--- src/rtl/core/saa_pkg.sv ---
// Shared constants, types and command codes of the subnet address allocator.
package saa_pkg;

  localparam int MAX_HOST_BITS = 8;
  localparam int ADDR_W        = 32;
  localparam int PFX_W         = 5;
  localparam int LVL_CNT       = MAX_HOST_BITS + 1;
  localparam int LVL_W         = $clog2(LVL_CNT);
  localparam int NODE_W        = MAX_HOST_BITS;
  localparam int PAIR_W        = (MAX_HOST_BITS > 1) ? MAX_HOST_BITS - 1 : 1;
  localparam int PAIR_CNT      = 2 ** PAIR_W;
  localparam int CNT_W         = MAX_HOST_BITS + 1;
  localparam int CFG_IDX_W     = 1;

  localparam logic [PFX_W-1:0] PREFIX_RST = PFX_W'(24);
  localparam logic [CNT_W-1:0] TAKEN_RST  = CNT_W'(2);

  typedef enum logic [CFG_IDX_W-1:0] {
    CFG_SUBNET_BASE   = 1'b0,
    CFG_PREFIX_LENGTH = 1'b1
  } saa_cfg_idx_t;

  typedef enum logic {
    REQ_ALLOC   = 1'b0,
    REQ_RELEASE = 1'b1
  } saa_req_type_t;

  typedef enum logic [1:0] {
    ST_OK        = 2'd0,
    ST_EXHAUSTED = 2'd1,
    ST_RESERVED  = 2'd2,
    ST_DOUBLE    = 2'd3
  } saa_status_t;

  typedef enum logic [2:0] {
    CMD_NOP  = 3'd0,
    CMD_CLR  = 3'd1,
    CMD_RD   = 3'd2,
    CMD_DESC = 3'd3,
    CMD_MARK = 3'd4,
    CMD_FREE = 3'd5
  } saa_op_t;

  typedef struct packed {
    logic              req_type;
    logic [ADDR_W-1:0] address;
  } saa_req_t;

  typedef struct packed {
    logic [1:0]        status;
    logic [ADDR_W-1:0] assigned_address;
    logic [CNT_W-1:0]  free_count;
  } saa_rsp_t;

  typedef struct packed {
    saa_op_t           op;
    logic [LVL_W-1:0]  hbits;
    logic [NODE_W-1:0] path;
    logic [PAIR_W-1:0] clr_addr;
  } saa_cmd_t;

  typedef struct packed {
    logic              vld;
    logic [NODE_W-1:0] node;
  } saa_dn_t;

  typedef struct packed {
    logic vld;
    logic full;
  } saa_up_t;

endpackage

--- src/rtl/core/subnet_address_allocator.sv ---
// Subnet address allocator top level: request sequencer, registers and row of level cells.
// Host bits are at most 8; search and marking take one tree level per cycle. A release,
// or an allocate from a full pool, ends at the tree read; an allocate of a free requested
// host marks it; other allocates first search for the lowest free host. One request at
// a time, busy meanwhile. Reset and every register write start a clear sweep of the level
// stores, busy throughout. Results are strobed for one cycle and cannot be stalled.
module subnet_address_allocator import saa_pkg::*; (
  input  logic                 clk,
  input  logic                 rst_n,
  input  logic                 start,
  output logic                 busy,
  input  saa_req_t             in_req,
  output logic                 out_strobe,
  output saa_rsp_t             out_rsp,
  input  logic                 cfg_we,
  input  logic [CFG_IDX_W-1:0] cfg_idx,
  input  logic [ADDR_W-1:0]    cfg_data
);

  typedef enum logic [7:0] {
    S_CLEAR  = 8'b0000_0001,
    S_IDLE   = 8'b0000_0010,
    S_RD     = 8'b0000_0100,
    S_RDWAIT = 8'b0000_1000,
    S_CHECK  = 8'b0001_0000,
    S_DESC   = 8'b0010_0000,
    S_MSTART = 8'b0100_0000,
    S_MARK   = 8'b1000_0000
  } saa_state_t;

  saa_state_t        state_r, state_nxt;
  logic [PAIR_W-1:0] clr_cnt_r, clr_cnt_nxt;
  logic [CNT_W-1:0]  taken_r, taken_nxt;
  logic [ADDR_W-1:0] subnet_base_r;
  logic [PFX_W-1:0]  prefix_r;
  logic              req_r, req_nxt;
  logic [NODE_W-1:0] host_r, host_nxt;
  logic              strobe_r, strobe_nxt;
  saa_rsp_t          rsp_r, rsp_nxt;

  logic [5:0]         hb;
  logic [LVL_W-1:0]   h;
  logic [CNT_W-1:0]   base9;
  logic [NODE_W-1:0]  mask;
  logic [LVL_CNT-1:0] full_vec;
  logic               leaf;
  logic               root;
  saa_cmd_t           cmd;
  saa_dn_t            dn_o [LVL_CNT];
  saa_up_t            up_o [LVL_CNT];

  assign hb    = 6'd32 - {1'b0, prefix_r};
  assign h     = (hb > 6'(MAX_HOST_BITS)) ? LVL_W'(MAX_HOST_BITS) : LVL_W'(hb);
  assign base9 = CNT_W'(1) << h;
  assign mask  = NODE_W'(base9 - CNT_W'(1));
  assign leaf  = full_vec[h];
  assign root  = full_vec[0];

  assign busy       = (state_r != S_IDLE);
  assign out_strobe = strobe_r;
  assign out_rsp    = rsp_r;

  always_comb begin
    state_nxt    = state_r;
    clr_cnt_nxt  = clr_cnt_r;
    taken_nxt    = taken_r;
    req_nxt      = req_r;
    host_nxt     = host_r;
    strobe_nxt   = 1'b0;
    rsp_nxt      = rsp_r;
    cmd.op       = CMD_NOP;
    cmd.hbits    = h;
    cmd.path     = host_r;
    cmd.clr_addr = clr_cnt_r;
    case (state_r)
      S_CLEAR: begin
        cmd.op      = CMD_CLR;
        clr_cnt_nxt = clr_cnt_r + PAIR_W'(1);
        if (clr_cnt_r == '1) begin
          state_nxt = S_IDLE;
        end
      end
      S_IDLE: begin
        if (start) begin
          req_nxt   = in_req.req_type;
          host_nxt  = NODE_W'(in_req.address) & mask;
          state_nxt = S_RD;
        end
      end
      S_RD: begin
        cmd.op    = CMD_RD;
        state_nxt = S_RDWAIT;
      end
      S_RDWAIT: begin
        state_nxt = S_CHECK;
      end
      S_CHECK: begin
        if (req_r == REQ_ALLOC) begin
          if ((host_r != '0) && !leaf) begin
            state_nxt = S_MSTART;
          end else if (root) begin
            strobe_nxt               = 1'b1;
            rsp_nxt.status           = ST_EXHAUSTED;
            rsp_nxt.assigned_address = '0;
            rsp_nxt.free_count       = base9 - taken_r;
            state_nxt                = S_IDLE;
          end else begin
            cmd.op    = CMD_DESC;
            state_nxt = S_DESC;
          end
        end else begin
          strobe_nxt               = 1'b1;
          rsp_nxt.assigned_address = '0;
          state_nxt                = S_IDLE;
          if ((host_r == '0) || (host_r == mask)) begin
            rsp_nxt.status = ST_RESERVED;
          end else if (!leaf) begin
            rsp_nxt.status = ST_DOUBLE;
          end else begin
            cmd.op         = CMD_FREE;
            taken_nxt      = taken_r - CNT_W'(1);
            rsp_nxt.status = ST_OK;
          end
          rsp_nxt.free_count = base9 - taken_nxt;
        end
      end
      S_DESC: begin
        if (dn_o[h].vld) begin
          host_nxt  = dn_o[h].node;
          state_nxt = S_MSTART;
        end
      end
      S_MSTART: begin
        cmd.op    = CMD_MARK;
        state_nxt = S_MARK;
      end
      S_MARK: begin
        if (up_o[0].vld) begin
          taken_nxt                = taken_r + CNT_W'(1);
          strobe_nxt               = 1'b1;
          rsp_nxt.status           = ST_OK;
          rsp_nxt.assigned_address = subnet_base_r | ADDR_W'(host_r);
          rsp_nxt.free_count       = base9 - taken_nxt;
          state_nxt                = S_IDLE;
        end
      end
      default: begin
        state_nxt   = S_CLEAR;
        clr_cnt_nxt = '0;
      end
    endcase
    // restart the sweep with the new subnet
    if (cfg_we) begin
      state_nxt   = S_CLEAR;
      clr_cnt_nxt = '0;
      taken_nxt   = TAKEN_RST;
    end
  end

  always_ff @(posedge clk) begin
    if (!rst_n) begin
      state_r       <= S_CLEAR;
      clr_cnt_r     <= '0;
      taken_r       <= TAKEN_RST;
      strobe_r      <= 1'b0;
      subnet_base_r <= '0;
      prefix_r      <= PREFIX_RST;
    end else begin
      state_r   <= state_nxt;
      clr_cnt_r <= clr_cnt_nxt;
      taken_r   <= taken_nxt;
      strobe_r  <= strobe_nxt;
      if (cfg_we) begin
        case (cfg_idx)
          CFG_SUBNET_BASE:   subnet_base_r <= cfg_data;
          CFG_PREFIX_LENGTH: prefix_r      <= cfg_data[PFX_W-1:0];
          default: ;
        endcase
      end
    end
  end

  always_ff @(posedge clk) begin
    req_r  <= req_nxt;
    host_r <= host_nxt;
    rsp_r  <= rsp_nxt;
  end

  for (genvar g = 0; g < LVL_CNT; g++) begin : g_cell
    saa_dn_t dn_in;
    saa_up_t up_in;

    if (g == 0) begin : g_first
      assign dn_in = '0;
    end else begin : g_mid
      assign dn_in = dn_o[g-1];
    end

    if (g == LVL_CNT - 1) begin : g_last
      assign up_in = '0;
    end else begin : g_low
      assign up_in = up_o[g+1];
    end

    saa_cell u_cell (
      .clk       (clk),
      .rst_n     (rst_n),
      .lvl       (LVL_W'(g)),
      .cmd       (cmd),
      .dn_in     (dn_in),
      .dn_out    (dn_o[g]),
      .up_in     (up_in),
      .up_out    (up_o[g]),
      .node_full (full_vec[g])
    );
  end

  a_strobe_src: assert property (@(posedge clk) disable iff (!rst_n)
    strobe_r |-> ($past(state_r) == S_CHECK || $past(state_r) == S_MARK))
    else $error("result strobe without a finishing request");

  a_accept_busy: assert property (@(posedge clk) disable iff (!rst_n)
    (start && !busy) |=> busy)
    else $error("accepted word did not raise busy");

  a_taken_bound: assert property (@(posedge clk) disable iff (!rst_n)
    taken_r <= base9)
    else $error("taken count exceeds subnet size");

endmodule

--- src/rtl/core/saa_ram.sv ---
// Generic single-write, single-read RAM with registered read data.
module saa_ram #(
  parameter int WIDTH = 2,
  parameter int DEPTH = 128
) (
  input  logic                     clk,
  input  logic                     we,
  input  logic [$clog2(DEPTH)-1:0] waddr,
  input  logic [WIDTH-1:0]         wdata,
  input  logic [$clog2(DEPTH)-1:0] raddr,
  output logic [WIDTH-1:0]         rdata
);

  logic [WIDTH-1:0] mem [DEPTH];

  always_ff @(posedge clk) begin
    if (we) begin
      mem[waddr] <= wdata;
    end
    rdata <= mem[raddr];
  end

endmodule

--- src/rtl/core/saa_cell.sv ---
// One tree level: sibling-pair store, path latch and up/down token hand-off.
module saa_cell import saa_pkg::*; (
  input  logic             clk,
  input  logic             rst_n,
  input  logic [LVL_W-1:0] lvl,
  input  saa_cmd_t         cmd,
  input  saa_dn_t          dn_in,
  output saa_dn_t          dn_out,
  input  saa_up_t          up_in,
  output saa_up_t          up_out,
  output logic             node_full
);

  logic              act;
  logic              is_rd;
  logic              desc_go;
  logic              rd_go;
  logic              mark_here;
  logic              mark_go;
  logic              v;
  logic              c;
  logic [LVL_W-1:0]  f_sh;
  logic [NODE_W-1:0] f_node;
  logic [NODE_W-1:0] hmask;
  logic [PAIR_W-1:0] half;
  logic [PAIR_W-1:0] raddr;
  logic [PAIR_W-1:0] waddr;
  logic              we;
  logic [1:0]        wdata;
  logic [1:0]        rdata;

  logic              rd_pend_r, rd_pend_nxt;
  logic              desc_r, desc_nxt;
  logic              sel_r, sel_nxt;
  logic [PAIR_W-1:0] addr_r, addr_nxt;
  logic [1:0]        pair_r, pair_nxt;
  saa_up_t           up_r, up_nxt;

  assign act       = (lvl <= cmd.hbits);
  assign is_rd     = (cmd.op == CMD_RD);
  assign desc_go   = (lvl == '0) ? (cmd.op == CMD_DESC) : dn_in.vld;
  assign rd_go     = act && (is_rd || desc_go);
  assign f_sh      = cmd.hbits - lvl;
  assign f_node    = cmd.path >> f_sh;
  assign raddr     = is_rd ? PAIR_W'(f_node >> 1) :
                     ((lvl == '0) ? '0 : PAIR_W'(dn_in.node));
  assign c         = (lvl == '0) ? 1'b0 : rdata[0];
  assign mark_here = (cmd.op == CMD_MARK) && (lvl == cmd.hbits);
  assign mark_go   = act && (mark_here || up_in.vld);
  assign v         = mark_here || up_in.full;
  assign hmask     = NODE_W'((CNT_W'(1) << cmd.hbits) - CNT_W'(1));
  assign half      = PAIR_W'(hmask >> 1);

  assign dn_out.vld  = rd_pend_r && desc_r;
  assign dn_out.node = NODE_W'({addr_r, c});
  assign up_out      = up_r;
  assign node_full   = pair_r[sel_r];

  always_comb begin
    we    = 1'b0;
    waddr = addr_r;
    wdata = pair_r;
    case (cmd.op)
      CMD_CLR: begin
        we       = 1'b1;
        waddr    = cmd.clr_addr;
        wdata[0] = (cmd.clr_addr == '0) &&
                   ((lvl == cmd.hbits) || ((lvl == '0) && (cmd.hbits == LVL_W'(1))));
        wdata[1] = (lvl == cmd.hbits) && (cmd.clr_addr == half);
      end
      CMD_FREE: begin
        we           = act;
        wdata[sel_r] = 1'b0;
      end
      default: begin
        if (mark_go) begin
          we           = 1'b1;
          wdata[sel_r] = v;
        end
      end
    endcase
  end

  always_comb begin
    rd_pend_nxt = rd_go;
    desc_nxt    = desc_r;
    sel_nxt     = sel_r;
    addr_nxt    = addr_r;
    pair_nxt    = pair_r;
    if (rd_pend_r) begin
      pair_nxt = rdata;
      if (desc_r) begin
        sel_nxt = c;
      end
    end
    if (rd_go) begin
      desc_nxt = !is_rd;
      addr_nxt = raddr;
      sel_nxt  = f_node[0];
    end
    up_nxt.vld  = mark_go;
    up_nxt.full = v & pair_r[~sel_r];
  end

  always_ff @(posedge clk) begin
    if (!rst_n) begin
      rd_pend_r <= 1'b0;
      up_r      <= '0;
    end else begin
      rd_pend_r <= rd_pend_nxt;
      up_r      <= up_nxt;
    end
  end

  always_ff @(posedge clk) begin
    desc_r <= desc_nxt;
    sel_r  <= sel_nxt;
    addr_r <= addr_nxt;
    pair_r <= pair_nxt;
  end

  saa_ram #(
    .WIDTH (2),
    .DEPTH (PAIR_CNT)
  ) u_ram (
    .clk   (clk),
    .we    (we),
    .waddr (waddr),
    .wdata (wdata),
    .raddr (raddr),
    .rdata (rdata)
  );

endmodule

--- config.mk ---
export PLATFORM = sky130hd
export DESIGN_NAME = subnet_address_allocator
export DESIGN_NICKNAME = d
export VERILOG_FILES = /design/src/rtl/core/saa_pkg.sv /design/src/rtl/core/subnet_address_allocator.sv /design/src/rtl/core/saa_ram.sv /design/src/rtl/core/saa_cell.sv
export SDC_FILE = /design/constraint.sdc
export NUM_CORES = 2
export LEC_CHECK = 0
export BUFFER_PORTS_ARGS = -buffer_cell sky130_fd_sc_hd__clkbuf_2
export CAP_MARGIN = 10
export CELL_PAD_IN_SITES_DETAIL_PLACEMENT = 1
export CELL_PAD_IN_SITES_GLOBAL_PLACEMENT = 2
export CORE_UTILIZATION = 45
export DETAILED_ROUTE_END_ITERATION = 6
export GPL_ROUTABILITY_DRIVEN = 0
export PLACE_DENSITY = 0.83
export SETUP_SLACK_MARGIN = 0.15
export SYNTH_ARGS = -nofsm -noshare
export SYNTH_HDL_FRONTEND = slang
export SYNTH_HIERARCHICAL = 1
export SYNTH_SLANG_ARGS = --single-unit
--- constraint.sdc ---
create_clock -name clk -period 30 [get_ports clk]
set_input_delay 0 -clock clk [delete_from_list [all_inputs] [get_ports clk]]
set_output_delay 0 -clock clk [all_outputs]
set_load 0.05 [all_outputs]
==> results.md <==
* Drt first pass iters at 5
* Sequential cell area at around 76,000 µm²
* Hold buffer count at CTS at 136
* Clock sinks at 2,561
* Via/cell ratio at 5.97
* Gr ovfl total at 0
* Final Hold Viols at 0
* Fillers at 24,500
* Pwr dens at 61.5 nW/µm²
* Share of cells above drive strength 1 at 16.9%
* Post-route ant nets at 0
* Max transition margin at 13.1%
* Core Rows at 185
* All-Layer GR Usage at between 20% and 30%
* Final WL at 317 mm
* Fmax at 0.0934 GHz
* Largest net degree at the start of global routing at 129
* CTS Buf Count at 294
* IO Count at 115
* Vias post-DR at 69,300
* HPWL Detailed at approximately 200 mm
* H-tree Lvls at 5
* Post-CTS resize count at 0
* Reg2reg start: prefix_r[0]
* Hold path cells at 4
* Die Area at approximately 260,000 µm²
* Post-Route Setup TNS at 0 ns
* Clock skew at between 0.07 and 0.08 ns
* Worst hold path class: primary input to flip-flop
* Max cap viols at 0
* Post-synthesis average cell area at around 15 µm²
* Hold Path Origin: cfg_data[2]
* Clk_lat worst skew at around 0.96 ns
* Wire length of the first global-routing pass at 472 mm
* Leak at 42.0 nW
* Vias in the first global route at 74,000
* Max incr delay on CP at 0.73 ns
* CTS tree: built
* Initial Util at 45.4%
* Clk root buf: clkbuf_16
* Max clock buf depth at 4
* Highest-delay cell along the critical path: or4_1
* Netlist Area Pre-Place at approximately 120,000 µm²
* Required @ worst endpoint at 30.79 ns
* Status: complete, no violations
* Flop2flop setup slack at 19.29 ns
* Period utilization at 35.7%
* Tot Pwr at 8.01 mW
* Reg2Reg Capture Point: g_cell[4].u_cell/u_ram/rdata[1]
* 1st-iter DRT viols at 5,938
* Tmin final at 10.71 ns
* Final Setup Violations at 0
* Arrival time at the worst endpoint at 11.50 ns
* Crit Path Category: flip-flop to flip-flop
* Avg WL per Cell at approximately 27 µm
* Actual slew at the worst max-slew pin at around 1.3 ns
* Post-CTS setup buffers at 0
* Die width at 509 µm
* Reg2Reg Depth at 29
* Area grow syn2layout at 12.7%
* Worst-path fanout max at 50
* Core Area at 255,000 µm²
* Setup crit start kind: flip-flop
* Synth Instances at just under 8,000
* Clk pin slew, worst setup/hold paths at 0.06 ns
* Port-buffer cells at 90
* Synth warn at 6
* VDD IR max at 61.6 µV
* RSZ-0062 raised after global routing: no
* Multi-input gate area at 37,700 µm²
* Crit path capture type: flip-flop
* Most frequent CP cell: buf_4
* Initial antenna violation count at 6
* Hold Path End: prefix_r[2]
* Final max-slew violation count at 0
* Drc violations at 0
* Nets at 8,148
* Die Span Y at 509 µm
==> stage by stage <==
| step | instances | hold WS, ns | area (µm²) | setup slack [ns] | utilization [%] |
|---|---|---|---|---|---|
| after floorplan | 7817 | 0.0989 | 116000 | 16.28 | - |
| after global placement | 10900 | 0.243 | 119000 | 19.56 | 46.9 |
| after detailed placement | 10900 | 0.254 | 119000 | 19.38 | 46.9 |
| after CTS | 11600 | 0.00150 | 130000 | 19.36 | 51.1 |
| after global routing | 11600 | 0.0359 | 130000 | 18.74 | 51.1 |
| final | 11600 | 0.0429 | 130000 | 19.29 | 51.1 |
==> flip-flops by register name, indices dropped and copies added, names as in the netlist, 9 cells and up <==
| name | flops |
|---|---|
| g_cell.u_cell/sel_r | 9 |
| out_rsp | 43 |
| taken_r | 9 |
| g_cell.u_cell/rd_pend_r | 9 |
| g_cell.u_cell/u_ram/mem | 2304 |
| g_cell.u_cell/desc_r | 9 |
| g_cell.u_cell/addr_r | 63 |
| g_cell.u_cell/u_ram/rdata | 18 |
| subnet_base_r | 32 |
| g_cell.u_cell/up_out | 17 |
| g_cell.u_cell/pair_r | 18 |
==> layout by cell type (no fill, tap or decap), types with 33 or more instances in the layout <==
| cell | instances |
|---|---|
| o22ai_1 | 74 |
| clkinv_1 | 52 |
| nand2b_1 | 91 |
| clkbuf_16 | 299 |
| mux2_2 | 172 |
| a21boi_0 | 42 |
| ha_1 | 59 |
| conb_1 | 83 |
| clkbuf_2 | 90 |
| inv_1 | 105 |
| dlygate4sd3_1 | 136 |
| o21ai_0 | 79 |
| mux4_1 | 48 |
| and2_1 | 59 |
| nor2b_1 | 132 |
| nor3_1 | 177 |
| mux2i_1 | 367 |
| nand4_1 | 55 |
| mux4_2 | 461 |
| a21oi_1 | 169 |
| nand2_1 | 391 |
| clkbuf_1 | 59 |
| clkinv_2 | 36 |
| dfxtp_1 | 99 |
| nor2_1 | 1231 |
| edfxtp_1 | 2455 |
| a22oi_1 | 156 |
| buf_4 | 115 |
| xnor2_1 | 33 |
| nand3_1 | 172 |
==> where the power goes <==
group | switching [mW] | total, mW | internal (mW)
Combinational | 0.350 | 0.593 | 0.242
Clock | 1.41 | 3.50 | 2.09
Sequential | 0.0118 | 3.92 | 3.90
Total | 1.77 | 8.01 | 6.24
==> critical path, delay by kind of cell, from the launching register on <==
family          cells  cell delay (ns)
mux                 3             1.52
xor+xnor            1             0.16
compound gates      7             2.01
simple gates        9             2.76
flops               1             0.29
fa+ha+maj           2             0.88
buf+inv             7             2.75
==> layer usage <==
metal	up-vias	global-route usage [%]	share of wire, %
met3	540	3.59	5.3
met5	-	0	0.0060
met4	2	8.51	3.4
li1	30400	-	-
met1	36300	31.0	41
met2	2018	42.2	51
==> worst max path at each step <==
stage / startpoint / to / slack [ns] / cells past startpoint
global route: prefix_r[0] / g_cell[4].u_cell/u_ram/rdata[1] / 18.74 / 29
floorplan: prefix_r[0] / g_cell[8].u_cell/u_ram/mem[0][1] / 16.28 / 27
global placement: prefix_r[0] / g_cell[4].u_cell/u_ram/rdata[1] / 19.56 / 29
detailed placement: prefix_r[0] / g_cell[4].u_cell/u_ram/rdata[1] / 19.38 / 29
finish: prefix_r[0] / g_cell[4].u_cell/u_ram/rdata[1] / 19.29 / 29
CTS: prefix_r[0] / g_cell[4].u_cell/u_ram/rdata[1] / 19.36 / 29
==> layout make-up <==
cell class / instances / share of cell area (%)
sequential: 2561 / 58.2
multi-input combinational: 4699 / 28.9
clock buffer: 370 / 6.04
tap: 3366 / 3.23
timing repair buffer: 343 / 2.09
clock inverter: 141 / 1.11
inverter: 110 / 0.321
antenna: 6 / 0.0115
Note: power is estimated with default switching activity, not from simulation.
